**src/fdo_pkg.sv**
```systemverilog
// Shared types and constants of the Fermi-Dirac occupancy evaluator.
// No dependencies; imported by fdo_rom and fermi_dirac_occupancy.
package fdo_pkg;

   // Q4.12 signed energy, Q8.8 unsigned reciprocal kT, Q1.15 occupancy
   typedef logic signed [15:0] q4_12_type;
   typedef logic [15:0]        recip_type;
   typedef logic [15:0]        occ_type;
   typedef logic [0:0]         csr_index_type;
   typedef logic [15:0]        csr_data_type;

   // register indexes
   localparam csr_index_type CSR_FERMI_LEVEL = 1'd0;
   localparam csr_index_type CSR_INV_KT      = 1'd1;

   // register reset values
   localparam q4_12_type FERMI_LEVEL_RESET = 16'sd2253;
   localparam recip_type INV_KT_RESET      = 16'd9882;

   // occupancy of one in Q1.15
   localparam occ_type OCC_ONE = 16'd32768;

   // Q.20 product bits at and above this position mean |x| >= 16
   localparam int SAT_BIT = 24;

endpackage

```
**src/fdo_rom.sv**
```systemverilog
// Occupancy table f(t) = 1/(1+exp(t)) over [0,16], Q1.15, built at elaboration.
// Two registered reads per cycle while en is high (entry idx and idx+1). Depends on fdo_pkg.
module fdo_rom #(
   parameter int ENTRIES = 256,
   parameter int IDX_W   = $clog2(ENTRIES)
) (
   input  logic               clock,
   input  logic               en,
   input  logic [IDX_W-1:0]   rd_idx,
   output fdo_pkg::occ_type   rd_lo_ff,
   output fdo_pkg::occ_type   rd_hi_ff
);
   import fdo_pkg::*;

   // unsigned long division, one quotient bit per step, table build only
   function automatic longint unsigned div_u64(input longint unsigned num,
                                                input longint unsigned den);
      longint unsigned quo;
      longint unsigned rem;
      quo = 64'd0;
      rem = 64'd0;
      for (int b = 63; b >= 0; b--) begin
         rem = {rem[62:0], num[b]};
         if (rem >= den) begin
            rem    = rem - den;
            quo[b] = 1'b1;
         end
      end
      return quo;
   endfunction

   // exp(-t) by series and five squarings, then f = y/(1+y) with y = exp(-t)
   function automatic occ_type rom_point(input int unsigned i);
      longint unsigned one;
      longint unsigned s;
      longint unsigned term;
      longint unsigned yu;
      longint          y;
      one  = 64'd1 << 30;
      s    = div_u64(longint'(i) << 29, 64'(ENTRIES - 1));
      term = one;
      y    = longint'(one);
      for (int k = 1; k <= 20; k++) begin
         term = div_u64((term * s) >> 30, 64'(k));
         if (k[0] == 1'b1) begin
            y = y - longint'(term);
         end else begin
            y = y + longint'(term);
         end
      end
      yu = (y < 0) ? 64'd0 : longint'(y);
      if (yu > one) begin
         yu = one;
      end
      for (int n = 0; n < 5; n++) begin
         yu = (yu * yu + (64'd1 << 29)) >> 30;
      end
      return 16'(div_u64((yu << 15) + ((one + yu) >> 1), one + yu));
   endfunction

   occ_type tab [ENTRIES];

   // fill the constant table
   for (genvar gi = 0; gi < ENTRIES; gi++) begin : g_tab
      localparam occ_type POINT = rom_point(gi);
      assign tab[gi] = POINT;
   end

   // read both interpolation points; hold while stalled
   always_ff @(posedge clock) begin
      if (en) begin
         rd_lo_ff <= tab[rd_idx];
         rd_hi_ff <= tab[rd_idx + IDX_W'(1)];
      end
   end

endmodule

```
**src/fermi_dirac_occupancy.sv**
```systemverilog
// Fermi-Dirac occupancy evaluator: occupancy = 1/(1+exp((energy-fermi_level)/kT)).
// An accepted input word passes stages 1 to 6; stage 6 is the output register.
// Throughput: one word per cycle unless rsp_stall holds it; six stages advance as a whole.
// The whole pipeline holds while a result word waits under rsp_stall.
// Reset (synchronous) empties the pipeline and restores both registers.
// Depends on fdo_pkg and fdo_rom.
module fermi_dirac_occupancy #(
   parameter int TABLE_ENTRIES = 256
) (
   input  logic                   clock,
   input  logic                   reset,
   input  logic                   req_valid,
   output logic                   req_stall,
   input  fdo_pkg::q4_12_type     req_energy,
   output logic                   rsp_valid,
   input  logic                   rsp_stall,
   output fdo_pkg::occ_type       rsp_occupancy,
   input  logic                   csr_write,
   input  fdo_pkg::csr_index_type csr_index,
   input  fdo_pkg::csr_data_type  csr_wdata
);
   import fdo_pkg::*;

   localparam int IDX_W = $clog2(TABLE_ENTRIES);
   localparam int P_W   = SAT_BIT + IDX_W;
   localparam logic [IDX_W-1:0] SCALE = IDX_W'(TABLE_ENTRIES - 1);

   // configuration registers
   q4_12_type fermi_level_ff;
   recip_type inv_kt_ff;

   always_ff @(posedge clock) begin
      if (reset) begin
         fermi_level_ff <= FERMI_LEVEL_RESET;
         inv_kt_ff      <= INV_KT_RESET;
      end else if (csr_write) begin
         case (csr_index)
            CSR_FERMI_LEVEL: fermi_level_ff <= q4_12_type'(csr_wdata);
            CSR_INV_KT:      inv_kt_ff      <= recip_type'(csr_wdata);
            default:         ;
         endcase
      end
   end

   // advance the pipeline unless the output word is held
   logic en;
   logic rsp_valid_ff;
   assign en        = !(rsp_valid_ff && rsp_stall);
   assign req_stall = !en;

   // stage 1: energy difference, magnitude and sign
   logic                v1_ff, neg1_ff;
   logic [15:0]         mag1_ff, mag1_in;
   logic signed [16:0]  diff;

   always_comb begin
      diff    = 17'(req_energy) - 17'(fermi_level_ff);
      mag1_in = (diff < 0) ? 16'(-diff) : 16'(diff);
   end

   // stage 2: scaled argument m = |d| * (1/kT), Q.20
   logic         v2_ff, neg2_ff;
   logic [31:0]  m2_ff, m2_in;
   assign m2_in = 32'(mag1_ff) * 32'(inv_kt_ff);

   // stage 3: saturation test and table position p = m * (entries - 1)
   logic            v3_ff, neg3_ff, sat3_ff, sat3_in;
   logic [P_W-1:0]  p3_ff, p3_in;
   assign sat3_in = |m2_ff[31:SAT_BIT];
   assign p3_in   = P_W'(m2_ff[SAT_BIT-1:0]) * P_W'(SCALE);

   // stage 4: table read (registered in the ROM) and interpolation weight
   logic              v4_ff, neg4_ff, sat4_ff;
   logic [15:0]       frac4_ff;
   logic [IDX_W-1:0]  idx3;
   occ_type           t_lo, t_hi;
   assign idx3 = p3_ff[SAT_BIT +: IDX_W];

   fdo_rom #(
      .ENTRIES (TABLE_ENTRIES),
      .IDX_W   (IDX_W)
   ) u_rom (
      .clock    (clock),
      .en       (en),
      .rd_idx   (idx3),
      .rd_lo_ff (t_lo),
      .rd_hi_ff (t_hi)
   );

   // stage 5: weighted table points
   logic         v5_ff, neg5_ff, sat5_ff;
   logic [31:0]  lo5_ff, hi5_ff, lo5_in, hi5_in;
   logic [16:0]  wlo;

   always_comb begin
      wlo    = 17'd65536 - 17'(frac4_ff);
      lo5_in = 32'(33'(t_lo) * 33'(wlo));
      hi5_in = 32'(33'(t_hi) * 33'(frac4_ff));
   end

   // stage 6: round, clamp, mirror for negative argument, saturate
   occ_type      occ_in, rsp_occupancy_ff;
   logic [32:0]  sum6;
   logic [16:0]  g6;

   always_comb begin
      sum6 = 33'(lo5_ff) + 33'(hi5_ff) + 33'd32768;
      g6   = sum6[32:16];
      if (g6 > 17'(OCC_ONE)) begin
         g6 = 17'(OCC_ONE);
      end
      if (sat5_ff) begin
         occ_in = neg5_ff ? OCC_ONE : 16'd0;
      end else if (neg5_ff) begin
         occ_in = OCC_ONE - g6[15:0];
      end else begin
         occ_in = g6[15:0];
      end
   end

   // valid bits
   logic v5_q;
   always_ff @(posedge clock) begin
      if (reset) begin
         v1_ff        <= 1'b0;
         v2_ff        <= 1'b0;
         v3_ff        <= 1'b0;
         v4_ff        <= 1'b0;
         v5_ff        <= 1'b0;
         rsp_valid_ff <= 1'b0;
      end else if (en) begin
         v1_ff        <= req_valid;
         v2_ff        <= v1_ff;
         v3_ff        <= v2_ff;
         v4_ff        <= v3_ff;
         v5_ff        <= v4_ff;
         rsp_valid_ff <= v5_ff;
      end
   end
   assign v5_q = v5_ff;

   // payload registers
   always_ff @(posedge clock) begin
      if (en) begin
         mag1_ff          <= mag1_in;
         neg1_ff          <= diff < 0;
         m2_ff            <= m2_in;
         neg2_ff          <= neg1_ff;
         p3_ff            <= p3_in;
         sat3_ff          <= sat3_in;
         neg3_ff          <= neg2_ff;
         frac4_ff         <= p3_ff[SAT_BIT-1:8];
         sat4_ff          <= sat3_ff;
         neg4_ff          <= neg3_ff;
         lo5_ff           <= lo5_in;
         hi5_ff           <= hi5_in;
         sat5_ff          <= sat4_ff;
         neg5_ff          <= neg4_ff;
         rsp_occupancy_ff <= occ_in;
      end
   end

   assign rsp_valid     = rsp_valid_ff;
   assign rsp_occupancy = rsp_occupancy_ff;

   // occupancy never exceeds one
   a_occ_range: assert property (@(posedge clock) disable iff (reset)
      rsp_valid_ff |-> (rsp_occupancy_ff <= OCC_ONE))
      else $error("occupancy above one");

   // a saturated positive argument gives zero occupancy
   a_sat_zero: assert property (@(posedge clock) disable iff (reset)
      (en && v5_q && sat5_ff && !neg5_ff) |=> (rsp_occupancy_ff == 16'd0))
      else $error("saturated positive argument not zero");

   // a saturated negative argument gives full occupancy
   a_sat_one: assert property (@(posedge clock) disable iff (reset)
      (en && v5_q && sat5_ff && neg5_ff) |=> (rsp_occupancy_ff == OCC_ONE))
      else $error("saturated negative argument not one");

   // reset empties the output register
   a_reset_empty: assert property (@(posedge clock)
      reset |=> !rsp_valid_ff)
      else $error("output valid after reset");

endmodule
```
**config.mk**
```make
export PLATFORM = sky130hd
export DESIGN_NAME = fermi_dirac_occupancy
export DESIGN_NICKNAME = d
export VERILOG_FILES = /design/src/fdo_pkg.sv /design/src/fdo_rom.sv /design/src/fermi_dirac_occupancy.sv
export SDC_FILE = /design/constraint.sdc
export NUM_CORES = 2
export LEC_CHECK = 0
export BUFFER_PORTS_ARGS = -buffer_cell sky130_fd_sc_hd__buf_4
export CORE_UTILIZATION = 50
export DETAILED_ROUTE_END_ITERATION = 6
export PLACE_DENSITY = 0.66
export SLEW_MARGIN = 30
export SYNTH_ARGS = -nofsm -noshare
export SYNTH_HDL_FRONTEND = slang
export SYNTH_SLANG_ARGS = --single-unit
```
**constraint.sdc**
```tcl
create_clock -name clock -period 9.4 [get_ports clock]
set_input_delay 0 -clock clock [delete_from_list [all_inputs] [get_ports clock]]
set_output_delay 0 -clock clock [all_outputs]
set_load 0.01 [all_outputs]
```
# Word level (Yosys, flattened, before mapping)

Memories as Yosys holds them, arrays and structs flattened. A register that Yosys moved wholly into a read port is not among the register bits.
Index checks and enable logic that the tools add are counted.

Bits in latches: 0
Logic and storage cells: 52
Bits of input ports: 38
Register bits after elaboration: 222
Bits in writable memories: 0
Output and inout bits: 18
Memory bits (read-only): 8192
Memories: 2

Bitwise logic cells: 3
Add/subtract/negate cells: 7
Divide/modulo/power cells: 0
Equal/unequal tests: 0
Reduce and logical (&&, ||, !) cells: 6
Shift-type cells: 0
Multipliers: 4
Multiplexer cells: 5
$lt $le $gt $ge: 2

Memories:

| name             | words | width | read ports | clocked after memory_dff | wr ports | RTL line      | RTL |
|---|---|---|---|---|---|---|---|
| (name not given) | 256   | 16    | 1          | 1                        | 0        | fdo_rom.sv:72 | `rd_lo_ff <= tab[rd_idx];` |
| (name not given) | 256   | 16    | 1          | 1                        | 0        | fdo_rom.sv:73 | `rd_hi_ff <= tab[rd_idx + IDX_W'(1)];` |

Operator list:

| kind                     | count |
|---|---|
| $mux W16                 | 5 |
| $mul A16 B16 Y32         | 2 |
| $add A32 B32 Y33         | 1 |
| $add A33 B16 Y33 const B | 1 |
| $mul A16 B17 Y32         | 1 |
| $mul A24 B8 Y32 const B  | 1 |
| $not A8 Y9               | 2 |
| $gt A17 B16 Y1 const B   | 1 |
| $lt A17 B1 Y1 const B    | 1 |
| $sub A16 B16 Y17         | 1 |
| $sub A17 B16 Y17 const A | 1 |
| $neg A16 Y16             | 1 |
| $sub A16 B16 Y16 const A | 1 |
| $add A8 B1 Y8 const B    | 1 |
| $reduce_or A8 Y1         | 1 |
| $reduce_and A2 Y1        | 2 |
| $logic_not A1 Y1         | 2 |
| $logic_and A1 B1 Y1      | 1 |
| $not A1 Y1               | 1 |

# Logic depth before layout (Yosys ltp)

Depth after elaboration: 7
Mapped depth: 35
Gate-level depth less buffers: 32

# Modules after synthesis

A second synthesis with hierarchy kept.

Cell total of the unflattened synthesis: 5058
Area total of the unflattened synthesis: 45677.6 um^2

By module, submodules not included:

| module                | area each (um^2) | instances | cells each | seq. area each (um^2) |
|---|---|---|---|---|
| fermi_dirac_occupancy | 39626.8          | 1         | 4220       | 6045.8 |
| fdo_rom               | 6050.8           | 1         | 838        | 900.9 |

# Least setup slack after synthesis

OpenSTA, ideal clock, no wires.

Path type: register to register
Start point: register frac4_ff[1]
End point: register lo5_ff[31] (data pin)
Path slack: 1.128 ns
Buffers on the path: 3
Stages on the path, launching flop included: 33
Arrival time: 8.012 ns
Path through: edfxtp_1 > clkbuf_1 > clkbuf_1 > inv_1 > ha_1 > inv_1 > or4_1 > or4_1 > nor4_1 > xnor2_1 > clkbuf_1 > nand2_1 > fa_1 > fa_1 > fa_1 > inv_1 > fa_1 > fa_1 > inv_1 > fa_1 > inv_1 > ha_1 > inv_1 > o21bai_1 > a21o_1 > a21oi_1 > nor2b_1 > a211oi_1 > o211a_1 > or3_1 > a31o_2 > a21oi_1 > xnor2_1

Longest elaborated chain between the ends: 2

Ends and longest elaborated chain:

| item                     | RTL line                     | RTL |
|---|---|---|
| start: declaration       | fermi_dirac_occupancy.sv:74  | `logic [15:0] frac4_ff;` |
| start signal: assignment | fermi_dirac_occupancy.sv:152 | `frac4_ff <= p3_ff[SAT_BIT-1:8];` |
| $sub A17 B16 Y17         | fermi_dirac_occupancy.sv:96  | `wlo = 17'd65536 - 17'(frac4_ff);` |
| $mul A16 B17 Y32         | fermi_dirac_occupancy.sv:97  | `lo5_in = 32'(33'(t_lo) * 33'(wlo));` |
| via lo5_in[31]           | fermi_dirac_occupancy.sv:92  | `logic [31:0] lo5_ff, hi5_ff, lo5_in, hi5_in;` |
| end signal: assignment   | fermi_dirac_occupancy.sv:155 | `lo5_ff <= lo5_in;` |
| end: declaration         | fermi_dirac_occupancy.sv:92  |  |

The timed path passes the listed nets, and every way through them passes these cells.
A chain may end at the register's enable or synchronous reset.

# Worst setup path after layout

Start point: register frac4_ff[5]
End point: register lo5_ff[31] (data pin)

Same word-level chain as after synthesis.

==> impl_metrics.yaml <==
clock_network:
  cts.sinks: 244
  clock_path_buffers: 3
  numCtsBuffers: 31
  h-tree-depth: 1
  postCtsSetupBuffers: 0
  clock_latency_ns: 0.61
  cts_root_buffer: "clkbuf_16"
  cts_tree: "built"
  clkTransAtPathRegs_ns: 0.06
critical_path:
  cpPeakStageDelay_ns: 0.63
  critPathSlowestCell: "or4_1"
  path_common_cell: "fa_1"
  crit_type: "reg2reg"
  crit_arrival_ns: 8.90
  crit_path_end_kind: "flop"
  cp_top_family: "adder cells"
  critPathBufInv: 4
  required_ns: 9.75
  crit_fanout: 15
  start_kind: "flop"
yosys:
  synth_top_area_share_pct: 30.8
  synthFlopType: "edfxtp_1"
  synth_area_leaders: "fa_1 31%, edfxtp_1 14%, ha_1 13%"
  ys_ff_latch: 244
  syn_area_um2: 44100
  syn-num-nets: 6160
  synth_edf_count: 206
  synth_cells: 4968
  async_flop_share_pct: 0
  ys_warn_count: 0
  ys_types: 81
  synth_top_area_cell: "fa_1"
  yosysSeqAreaShare_pct: 15.7
  syn_avg_cell_area_um2: 8.88
grt:
  grt_pass1_wl_um: 179000
  grt_pass1_vias: 34800
  grt_usage_pct: 24.6
  grt_remaining_overflow: 0
  grt_max_degree: 137
  antenna_found_initial: 2
drt:
  drt-met1-wl_um: 46400
  routed_via_density: 5.52
  drt_wl_total_um: 107000
  wl_met2_um: 49700
  routed-wl-met3_um: 7860
  post-route-drc-count: 0
  wire_per_inst_um: 17.5
  routed.top_layer: "met5"
  drtIter0Drc: 2637
  antenna_left: 0
  routed-via-count: 33700
  first_pass_iters: 6
placement:
  dpl_worst_slack_ns: 0.854
  hpwl_um: 83700
  io_buffers: 55
  gp_congestion: 0.928
timing:
  finalClockSkew_ns: 0.0122
  fin_crit_sh_pct: 90.9
  max_slew_margin_pct: 36.6
  timing.final.ws_setup_ns: 0.851
  finalSetupViolCount: 0
  tns_ns: 0
  min_period_ns: 8.55
  hold_viol_final: 0
  worst_pin_slew_ns: 0.944
  rsz0062_at_grt: "false"
  fmax_mhz: 117
  slew_viol_final: 0
floorplan:
  num_rows: 108
  ios: 56
  core_um2: 87200
  dieArea_um2: 89500
  die_x_um: 299
  start_util_pct: 50.6
  die_h_um: 299
outcome:
  outcome: "completed"
layout:
  antennaDiodeCount: 0
  drive_above_1_share_pct: 4.36
  syn_to_final_growth_pct: 6.79
  nFillCells: 7965
  nets: 6120
  mostFrequentLayoutCells: "913 x inv_1, 720 x nand2_1, 680 x fa_1"
  layout_commonest_cell: "inv_1"
worst_hold_path:
  hp-class: "in2reg"
run:
  cap_violations: 0
timing repair:
item	4_1_cts	5_1_grt
hold buffers	38	0
resized for setup	0	0
hold endpoints to repair	56	0
synth_stat cells, types with 6 or more instances:
library cell and n:
nand3b_1 14, ha_1 474, or3_1 18, edfxtp_1 206, or4_1 10, nand2_1 721, a31o_2 6, a221oi_1 12
o22ai_1 11, o21bai_1 21, xor2_1 54, o311ai_0 11, a211o_1 17, and2_1 291, and3_1 19, a21o_1 53
mux2i_1 8, o211ai_1 24, or2_2 9, clkbuf_1 215, a311oi_1 14, nand4_1 13, inv_1 913, a211oi_1 50
nor2b_1 20, o21ai_0 135, a31oi_1 37, nor3_1 75, o221ai_1 8, a21oi_1 225, buf_1 20, dfxtp_1 38
fa_1 680, a21boi_0 6, nand3_1 60, nand2b_1 25, nor2_1 215, o21a_1 18, a41oi_1 6, xnor2_1 110
o31ai_1 18
final timing paths:
path	endpoint	startpoint	slack, ns	depth (start not counted)
worst max register to register	lo5_ff[31]	frac4_ff[5]	0.85	28
worst max-delay path	lo5_ff[31]	frac4_ff[5]	0.85	28
worst min-delay path	mag1_ff[6]	req_energy[6]	0.03	4
worst min register to register	frac4_ff[15]	p3_ff[23]	0.41	0
layout make-up:
type                       count  area, um^2  share of cell area, %
tap                         1155        1450                   3.07
clock inverter                23         279                  0.592
timing repair buffer         164        1340                   2.84
sequential                   244        6950                   14.7
clock buffer                  34         787                   1.67
inverter                     917        3440                   7.30
multi-input combinational   3570       32900                   69.8
through the flow:
stage               std cells  area [um^2]  hold slack, ns  util [%]
global placement         6012        45700           0.211      52.4
floorplan                4968        44100           0.118         -
CTS                      6107        47100         0.00370      54.1
detailed placement       6012        45700           0.217      52.4
finish                   6107        47100          0.0330      54.1
global route             6107        47100          0.0715      54.1
worst register-to-register path, delay by kind of cell (launching register included):
| family | cells | cell delay, ns |
|---|---|---|
| AO/OA/AOI/OAI | 8 | 1.41 |
| XOR/XNOR | 2 | 0.32 |
| adder cells (fa/ha/maj) | 7 | 3.27 |
| buffers and inverters | 4 | 0.21 |
| flip-flops | 1 | 0.38 |
| AND/OR/NAND/NOR | 7 | 2.70 |
routing by layer:
layer  up-vias  global-route usage, %
met5         -                      0
met4         4                   6.97
met3       216                   4.23
met2      1217                   40.8
met1     16500                   33.2
li1      15800                      -
flip-flops by register name (all words and copies together), names as in the netlist, 15 cells and up:
name / cells
lo5_ff: 32
hi5_ff: 32
p3_ff: 24
frac4_ff: 16
inv_kt_ff: 16
u_rom.rd_hi_ff: 15
m2_ff: 32
mag1_ff: 16
u_rom.rd_lo_ff: 15
fermi_level_ff: 16
rsp_occupancy: 16
logic make-up after synthesis:
logic type / count (synthesis) / synth area share [%]
and+or+nand+nor: 1511 / 15.9
buffers and inverters: 1154 / 9.82
adders and majority gates: 1154 / 44.3
AOI/OAI and AO/OA: 726 / 10.6
DFF: 244 / 15.7
xor gates and xnor gates: 164 / 3.25
muxes: 15 / 0.411
Power is left out: the tool's default activity adds up to more than one toggle a clock period on the data nets, which glitch-free logic cannot reach.
